[src/rtl/core/direct_address_map_table_core_macros.svh]
// ----------------------------------------------------------------------------
// Direct address map table assertion macros
// Shared concurrent assertion forms for the direct address map table core.
// ----------------------------------------------------------------------------
`ifndef DIRECT_ADDRESS_MAP_TABLE_CORE_MACROS_SVH
`define DIRECT_ADDRESS_MAP_TABLE_CORE_MACROS_SVH

// Same-cycle implication, sampled on clk and disabled while rst_n is low.
`define DAMT_ASSERT_IMPL(lbl, ante, cons, msg) \
  lbl: assert property (@(posedge clk) disable iff (!rst_n) (ante) |-> (cons)) else $error(msg);

// Next-cycle implication, sampled on clk and disabled while rst_n is low.
`define DAMT_ASSERT_NEXT(lbl, ante, cons, msg) \
  lbl: assert property (@(posedge clk) disable iff (!rst_n) (ante) |=> (cons)) else $error(msg);

`endif

[src/rtl/core/damt_pkg.sv]
// ----------------------------------------------------------------------------
// Direct address map table package
// Request and status codes and the result beat record of the table core.
// ----------------------------------------------------------------------------
package damt_pkg;

  localparam int unsigned KEY_OUT_W   = 6;
  localparam int unsigned VALUE_OUT_W = 32;
  localparam int unsigned COUNT_OUT_W = 7;

  typedef enum logic [1:0] {
    REQ_PUT  = 2'd0,
    REQ_GET  = 2'd1,
    REQ_FIND = 2'd2,
    REQ_LIST = 2'd3
  } req_t;

  localparam logic [1:0] ST_OK        = 2'd0;
  localparam logic [1:0] ST_NOT_FOUND = 2'd1;
  localparam logic [1:0] ST_RANGE     = 2'd2;

  typedef struct packed {
    logic [1:0]             status;
    logic [KEY_OUT_W-1:0]   key;
    logic [VALUE_OUT_W-1:0] value;
    logic [COUNT_OUT_W-1:0] count;
    logic                   last;
  } out_beat_t;

  function automatic out_beat_t make_beat(logic [1:0] st, logic [KEY_OUT_W-1:0] k,
                                          logic [VALUE_OUT_W-1:0] v,
                                          logic [COUNT_OUT_W-1:0] c, logic l);
    out_beat_t b;
    b.status = st;
    b.key    = k;
    b.value  = v;
    b.count  = c;
    b.last   = l;
    return b;
  endfunction

endpackage

[src/rtl/core/damt_ram.sv]
// ----------------------------------------------------------------------------
// Generic single-write, single-read RAM
// One write port and one read port with registered read data.
// ----------------------------------------------------------------------------
module damt_ram #(
  parameter int unsigned WIDTH = 32,
  parameter int unsigned DEPTH = 64
) (
  input  logic                     clk,
  input  logic                     we,
  input  logic [$clog2(DEPTH)-1:0] waddr,
  input  logic [WIDTH-1:0]         wdata,
  input  logic [$clog2(DEPTH)-1:0] raddr,
  output logic [WIDTH-1:0]         rdata
);

  logic [WIDTH-1:0] mem [DEPTH];
  logic [WIDTH-1:0] rdata_r;

  always_ff @(posedge clk) begin
    if (we) begin
      mem[waddr] <= wdata;
    end
    rdata_r <= mem[raddr];
  end

  assign rdata = rdata_r;

endmodule

[src/rtl/core/damt_occ.sv]
// ----------------------------------------------------------------------------
// Direct address map table occupancy tracker
// Holds one occupied bit per slot and the count of occupied slots.
// ----------------------------------------------------------------------------
module damt_occ #(
  parameter int unsigned DEPTH = 64
) (
  input  logic                       clk,
  input  logic                       rst_n,
  input  logic                       set_en,
  input  logic [$clog2(DEPTH)-1:0]   set_idx,
  output logic [DEPTH-1:0]           occ,
  output logic [$clog2(DEPTH+1)-1:0] count
);

  localparam int unsigned CW = $clog2(DEPTH + 1);

  logic [DEPTH-1:0] occ_r;
  logic [CW-1:0]    count_r;

  always_ff @(posedge clk) begin
    if (!rst_n) begin
      occ_r   <= '0;
      count_r <= '0;
    end else if (set_en && !occ_r[set_idx]) begin
      occ_r[set_idx] <= 1'b1;
      count_r        <= count_r + CW'(1);
    end
  end

  assign occ   = occ_r;
  assign count = count_r;

endmodule

[src/rtl/core/direct_address_map_table_core.sv]
// ----------------------------------------------------------------------------
// Direct address map table core
// A put, or a get with a key out of range, finishes in the cycle it is
// accepted and its result appears in the next cycle. A get reads the value
// memory in the accepting cycle and forms its result in S_GET. Find and list
// sweep every slot through the single read port of the value memory, one slot
// per cycle; each compare runs in the cycle after its read address, and a
// closing S_FLUSH step issues the final beat. Busy stays high until the last
// beat of a request has been issued. Each result beat is shown on the out_
// ports for exactly one cycle under out_valid and the receiver cannot stall
// it.
// ----------------------------------------------------------------------------
`include "direct_address_map_table_core_macros.svh"

module direct_address_map_table_core #(
  parameter int unsigned DEPTH       = 64,
  parameter int unsigned VALUE_WIDTH = 32
) (
  input  logic        clk,
  input  logic        rst_n,
  input  logic        start,
  output logic        busy,
  input  logic [1:0]  in_req_type,
  input  logic [15:0] in_key,
  input  logic [31:0] in_value_in,
  output logic        out_valid,
  output logic [1:0]  out_status,
  output logic [5:0]  out_key_out,
  output logic [31:0] out_value_out,
  output logic [6:0]  out_elem_count,
  output logic        out_last
);

  localparam int unsigned AW = $clog2(DEPTH);
  localparam int unsigned CW = $clog2(DEPTH + 1);
  localparam int unsigned MW = (VALUE_WIDTH < 32) ? VALUE_WIDTH : 32;
  localparam int unsigned KW = damt_pkg::KEY_OUT_W;
  localparam int unsigned OW = damt_pkg::VALUE_OUT_W;
  localparam int unsigned NW = damt_pkg::COUNT_OUT_W;

  typedef enum logic [1:0] {
    S_IDLE,
    S_GET,
    S_SCAN,
    S_FLUSH
  } state_t;

  state_t                  state_r, state_nxt;
  damt_pkg::req_t          req_r, req_nxt;
  logic [AW-1:0]           kidx_r, kidx_nxt;
  logic [KW-1:0]           key6_r, key6_nxt;
  logic [VALUE_WIDTH-1:0]  want_r, want_nxt;
  logic [CW-1:0]           idx_r, idx_nxt;
  logic                    rd_v_r, rd_v_nxt;
  logic [AW-1:0]           rd_idx_r, rd_idx_nxt;
  logic                    pend_v_r, pend_v_nxt;
  logic [KW-1:0]           pend_key_r, pend_key_nxt;
  logic [OW-1:0]           pend_val_r, pend_val_nxt;
  logic                    out_valid_r, out_valid_nxt;
  damt_pkg::out_beat_t     out_r, out_nxt;

  logic                    accept;
  logic                    in_range;
  logic [AW-1:0]           in_idx;
  logic [VALUE_WIDTH-1:0]  in_val;
  logic                    ram_we;
  logic [AW-1:0]           ram_raddr;
  logic [VALUE_WIDTH-1:0]  ram_rdata;
  logic [DEPTH-1:0]        occ;
  logic [CW-1:0]           count;
  logic                    scan_hit;
  logic [NW-1:0]           count_out;

  assign busy      = (state_r != S_IDLE);
  assign accept    = start && !busy;
  assign in_range  = (in_key < 16'(DEPTH));
  assign in_idx    = in_key[AW-1:0];
  assign in_val    = VALUE_WIDTH'(in_value_in[MW-1:0]);
  assign ram_we    = accept && in_range && (damt_pkg::req_t'(in_req_type) == damt_pkg::REQ_PUT);
  assign ram_raddr = (state_r == S_IDLE) ? in_idx : idx_r[AW-1:0];
  assign count_out = NW'(count);
  assign scan_hit  = occ[rd_idx_r] && ((req_r == damt_pkg::REQ_LIST) || (ram_rdata == want_r));

  damt_ram #(
    .WIDTH (VALUE_WIDTH),
    .DEPTH (DEPTH)
  ) u_ram (
    .clk   (clk),
    .we    (ram_we),
    .waddr (in_idx),
    .wdata (in_val),
    .raddr (ram_raddr),
    .rdata (ram_rdata)
  );

  damt_occ #(
    .DEPTH (DEPTH)
  ) u_occ (
    .clk     (clk),
    .rst_n   (rst_n),
    .set_en  (ram_we),
    .set_idx (in_idx),
    .occ     (occ),
    .count   (count)
  );

  always_comb begin
    state_nxt     = state_r;
    req_nxt       = req_r;
    kidx_nxt      = kidx_r;
    key6_nxt      = key6_r;
    want_nxt      = want_r;
    idx_nxt       = idx_r;
    rd_v_nxt      = 1'b0;
    rd_idx_nxt    = rd_idx_r;
    pend_v_nxt    = pend_v_r;
    pend_key_nxt  = pend_key_r;
    pend_val_nxt  = pend_val_r;
    out_valid_nxt = 1'b0;
    out_nxt       = out_r;
    unique case (state_r)
      S_IDLE: begin
        if (start) begin
          req_nxt  = damt_pkg::req_t'(in_req_type);
          kidx_nxt = in_idx;
          key6_nxt = in_key[KW-1:0];
          want_nxt = in_val;
          unique case (damt_pkg::req_t'(in_req_type))
            damt_pkg::REQ_PUT, damt_pkg::REQ_GET: begin
              if (!in_range) begin
                out_valid_nxt = 1'b1;
                out_nxt = damt_pkg::make_beat(damt_pkg::ST_RANGE, in_key[KW-1:0], '0,
                                              count_out, 1'b1);
              end else if (damt_pkg::req_t'(in_req_type) == damt_pkg::REQ_PUT) begin
                out_valid_nxt = 1'b1;
                out_nxt = damt_pkg::make_beat(damt_pkg::ST_OK, in_key[KW-1:0],
                                              OW'(in_val[MW-1:0]),
                                              occ[in_idx] ? count_out
                                                          : NW'(count + CW'(1)),
                                              1'b1);
              end else begin
                state_nxt = S_GET;
              end
            end
            damt_pkg::REQ_FIND, damt_pkg::REQ_LIST: begin
              idx_nxt    = '0;
              pend_v_nxt = 1'b0;
              state_nxt  = S_SCAN;
            end
          endcase
        end
      end
      S_GET: begin
        out_valid_nxt = 1'b1;
        if (occ[kidx_r]) begin
          out_nxt = damt_pkg::make_beat(damt_pkg::ST_OK, key6_r, OW'(ram_rdata[MW-1:0]),
                                        count_out, 1'b1);
        end else begin
          out_nxt = damt_pkg::make_beat(damt_pkg::ST_NOT_FOUND, key6_r, '0,
                                        count_out, 1'b1);
        end
        state_nxt = S_IDLE;
      end
      S_SCAN: begin
        if (idx_r != CW'(DEPTH)) begin
          rd_v_nxt   = 1'b1;
          rd_idx_nxt = idx_r[AW-1:0];
          idx_nxt    = idx_r + CW'(1);
        end
        if (rd_v_r) begin
          if (scan_hit) begin
            if (pend_v_r) begin
              out_valid_nxt = 1'b1;
              out_nxt = damt_pkg::make_beat(damt_pkg::ST_OK, pend_key_r, pend_val_r,
                                            count_out, 1'b0);
            end
            pend_v_nxt   = 1'b1;
            pend_key_nxt = KW'(rd_idx_r);
            pend_val_nxt = OW'(ram_rdata[MW-1:0]);
          end
          if (rd_idx_r == AW'(DEPTH - 1)) begin
            state_nxt = S_FLUSH;
          end
        end
      end
      S_FLUSH: begin
        out_valid_nxt = 1'b1;
        if (pend_v_r) begin
          out_nxt = damt_pkg::make_beat(damt_pkg::ST_OK, pend_key_r, pend_val_r,
                                        count_out, 1'b1);
        end else begin
          out_nxt = damt_pkg::make_beat(damt_pkg::ST_NOT_FOUND, '0, '0, count_out, 1'b1);
        end
        state_nxt = S_IDLE;
      end
    endcase
  end

  always_ff @(posedge clk) begin
    if (!rst_n) begin
      state_r     <= S_IDLE;
      rd_v_r      <= 1'b0;
      pend_v_r    <= 1'b0;
      out_valid_r <= 1'b0;
    end else begin
      state_r     <= state_nxt;
      rd_v_r      <= rd_v_nxt;
      pend_v_r    <= pend_v_nxt;
      out_valid_r <= out_valid_nxt;
    end
    req_r      <= req_nxt;
    kidx_r     <= kidx_nxt;
    key6_r     <= key6_nxt;
    want_r     <= want_nxt;
    idx_r      <= idx_nxt;
    rd_idx_r   <= rd_idx_nxt;
    pend_key_r <= pend_key_nxt;
    pend_val_r <= pend_val_nxt;
    out_r      <= out_nxt;
  end

  assign out_valid      = out_valid_r;
  assign out_status     = out_r.status;
  assign out_key_out    = out_r.key;
  assign out_value_out  = out_r.value;
  assign out_elem_count = out_r.count;
  assign out_last       = out_r.last;

  // A put always answers with a single final beat in the following cycle.
  `DAMT_ASSERT_NEXT(a_put_beat,
                    accept && (damt_pkg::req_t'(in_req_type) == damt_pkg::REQ_PUT),
                    out_valid && out_last, "put without final beat")
  // The closing step of a scan issues the final beat and frees the block.
  `DAMT_ASSERT_NEXT(a_flush_done, state_r == S_FLUSH,
                    out_valid && out_last && !busy, "scan did not close")
  // A key out of range is reported once and ends its request.
  `DAMT_ASSERT_IMPL(a_range_last, out_valid && (out_status == damt_pkg::ST_RANGE),
                    out_last, "range beat not final")
  // The occupied count can never pass the number of slots.
  `DAMT_ASSERT_IMPL(a_count_max, 1'b1, count <= CW'(DEPTH), "occupied count overflow")

endmodule
[config.mk]
export PLATFORM = sky130hd
export DESIGN_NAME = direct_address_map_table_core
export DESIGN_NICKNAME = d
export VERILOG_FILES = /design/src/rtl/core/damt_pkg.sv /design/src/rtl/core/damt_ram.sv /design/src/rtl/core/damt_occ.sv /design/src/rtl/core/direct_address_map_table_core.sv
export VERILOG_INCLUDE_DIRS = /design/src /design/src/rtl/core
export SDC_FILE = /design/constraint.sdc
export NUM_CORES = 2
export LEC_CHECK = 0
export ABC_AREA = 1
export BUFFER_PORTS_ARGS = -buffer_cell sky130_fd_sc_hd__buf_2
export CAP_MARGIN = 30
export CORE_ASPECT_RATIO = 1.2
export CORE_MARGIN = 4
export CORE_UTILIZATION = 40
export DETAILED_ROUTE_END_ITERATION = 16
export PLACE_DENSITY = 0.58
export SLEW_MARGIN = 15
export SYNTH_ARGS = -nofsm -noshare
export SYNTH_HDL_FRONTEND = slang
export SYNTH_SLANG_ARGS = --single-unit
[constraint.sdc]
create_clock -name clk -period 8.47 [get_ports clk]
set_clock_uncertainty 0.05 [all_clocks]
set_input_delay 0 -clock clk [delete_from_list [all_inputs] [get_ports clk]]
set_output_delay 0 -clock clk [all_outputs]
set_load 0.01 [all_outputs]
==> metrics.csv <==
metric;value;unit
cts_resized;0;
crit_type;register to register;
seq_area_frac_synth;71.9;%
area_growth;13.2;%
syn_area;94400;um2
die_x;451;um
clk_pin_slew;0.06;ns
die_h;540;um
syn_nets;7711;
initial_core_util;40.2;%
rows;195;
grt_pass1_vias;59400;
synth_seq_cells;2295;
hold_path_startpoint;start;
wl_per_cell;26.4;um
worstSetupEndpointType;register;
cp-start-kind;register;
setup_tns;0;ns
period_minus_slack;4.83;ns
min_period_over_period;57.0;%
pre_cts_ws;3.66;ns
cp.required;8.93;ns
clk_latency;0.88;ns
drc;0;
rsz0062_at_grt;false;
cts_buffers;222;
h-tree-depth;4;
hold_class;primary input to register;
clockBufferDepth;4;
port_buffers;102;
drive_gt1_share;17.0;%
relSlewSlack;31.1;%
grt_pass1_wl;420000;um
cpPeakStageDelay;0.83;ns
syn-instance-count;7655;
setup-violations-final;0;
overflow;0;
mostFrequentLayoutCells;edfxtp_1 (2187), nand2_1 (1790), nand3_1 (1041);
antenna_found_initial;12;
dr_total_vias;62300;
grtUsageTotal;23.1;%
slowest_stage;nor2_4;
drt_pre_antenna_iters;6;
wirelength;291000;um
ys_warn_count;0;
critPathTopFamily;simple AND/OR/NAND/NOR gates;
io_pins;103;
vdd_drop_max;0.204;mV
synth.distinct_cells;36;
root_buffer;clkbuf_16;
core;235000;um2
synth_area_per_cell;12.3;um2
cp.arrival;5.29;ns
p_leak;36.1;nW
drt_iter0_drc;7300;
finalHoldViolCount;0;
cts.hold.buffers_added;55;
synth-main-ff-cell;edfxtp_1;
crit_fanout;41;
grt_max_degree;154;
clock-sinks;2295;
dpl.hpwl;155000;um
fmax;207;MHz
status;complete, no violations;
worstPathCellList;inv_2 > nand2_2 > nor2_4 > buf_4 > inv_2 > nor3_4 > buf_8 > nand4_1 > nor2_4 > buf_4;
die_area;244000;um2
setup_ws;3.64;ns
layout.nets;7765;
worst_slew_pin_slew;1.03;ns
postRouteAntennaNets;0;
slew_violations;0;
cts_setup_buffers;0;
async_flop_share;0;%
place_congestion;0.874;
cts_tree;built;
cp-startpoint;state_r[0]$_SDFFE_PN0P_;
final_common_cell;edfxtp_1;
via_per_inst;5.64;
timing.rr.start;state_r[0]$_SDFFE_PN0P_;
power_density;261;nW/um2
drv_cap;0;
synth_edf_count;2187;
path_buf_inv;5;
## worst reg2reg max path: cells and delay by family, from the launching register on
kind	cells	cell delay (ns)
buffers and inverters	5	1.48
DFF	1	0.40
and+or+nand+nor	5	2.52
## cell type report
type / instances / area, um2
inverter: 173 / 671
fill: 21000 / 128000
sequential: 2295 / 67800
clock inverter: 128 / 1310
multi-input combinational: 4677 / 24300
tap: 3152 / 3940
timing repair buffer: 340 / 2840
antenna: 2 / 5.00
clock buffer: 277 / 5960
## stage by stage
stage | total power, mW | utilization, % | instances | cell area, um2 | hold WS [ns]
global placement | 18.0 | 42.1 | 10600 | 98800 | 0.161
floorplan | 16.0 | - | 7655 | 94400 | 0.0489
CTS | 28.0 | 45.5 | 11000 | 107000 | 0.0890
finish | 27.9 | 45.5 | 11000 | 107000 | 0.132
global route | 28.9 | 45.5 | 11000 | 107000 | 0.136
detailed placement | 18.0 | 42.1 | 10600 | 99000 | 0.157
## state kept, by name, summed over array words and instances, names as in the netlist
name	cells
want_r	32
out_valid	1
out_value_out	32
pend_v_r	1
rd_idx_r	6
out_elem_count	7
out_last	1
u_ram.mem	2048
u_ram.rdata	32
key6_r	6
u_occ.occ	64
pend_val_r	32
out_key_out	6
state_r	2
u_occ.count	7
req_r	2
pend_key_r	6
out_status	2
idx_r	7
rd_v_r	1
## cells by family (layout without fill, tap and decap cells)
group	after synthesis	count (layout)	synth area share, %
flip-flops	2295	2295	71.9
buffers and inverters	683	918	2.96
AND/OR/NAND/NOR	3715	3715	18.0
AO/OA/AOI/OAI	928	928	6.86
other	0	2	0
adder cells (fa/ha/maj)	3	3	0.0398
XOR/XNOR	31	31	0.288
## power by group
part           switching (mW)  internal, mW  total [mW]
clock                    4.28          5.79        10.1
sequential              0.233          12.6        12.8
combinational            3.61          1.42        5.03
total                    8.12          19.8        27.9
## per-layer routing
| metal | track usage, % | vias to the layer above | part of all wire, % |
|---|---|---|---|
| met5 | 0 | - | 0.016 |
| met4 | 8.53 | 8 | 3.7 |
| met3 | 3.47 | 520 | 8.5 |
| met2 | 36.8 | 2953 | 47 |
| met1 | 32.2 | 31100 | 41 |
| li1 | - | 27700 | - |
## cells in the mapped netlist (21+ instances only)
library cell / n / share of area [%]
clkbuf_1: 276 / 1.1
dfxtp_1: 108 / 2.3
edfxtp_1: 2187 / 70
o21ai_0: 90 / 0.48
or2_2: 650 / 4.3
a21oi_1: 101 / 0.54
nand3_1: 1041 / 5.5
nand2_1: 1791 / 7.1
inv_1: 163 / 0.65
buf_1: 65 / 0.26
nor2_1: 188 / 0.75
nor3_1: 21 / 0.11
o211ai_1: 697 / 5.5
buf_2: 162 / 0.86
## final timing paths
kind / cells after the start / slack [ns] / endpoint
setup / recovery: 10 / 3.64 / u_ram.mem[27][19]$_DFFE_PP_
hold / removal: 5 / 0.13 / pend_v_r$_SDFFE_PN0P_
hold reg to reg: 0 / 0.42 / pend_val_r[0]$_DFFE_PP_
setup reg to reg: 10 / 3.64 / u_ram.mem[27][19]$_DFFE_PP_
Power figures use the tool's default switching activity.
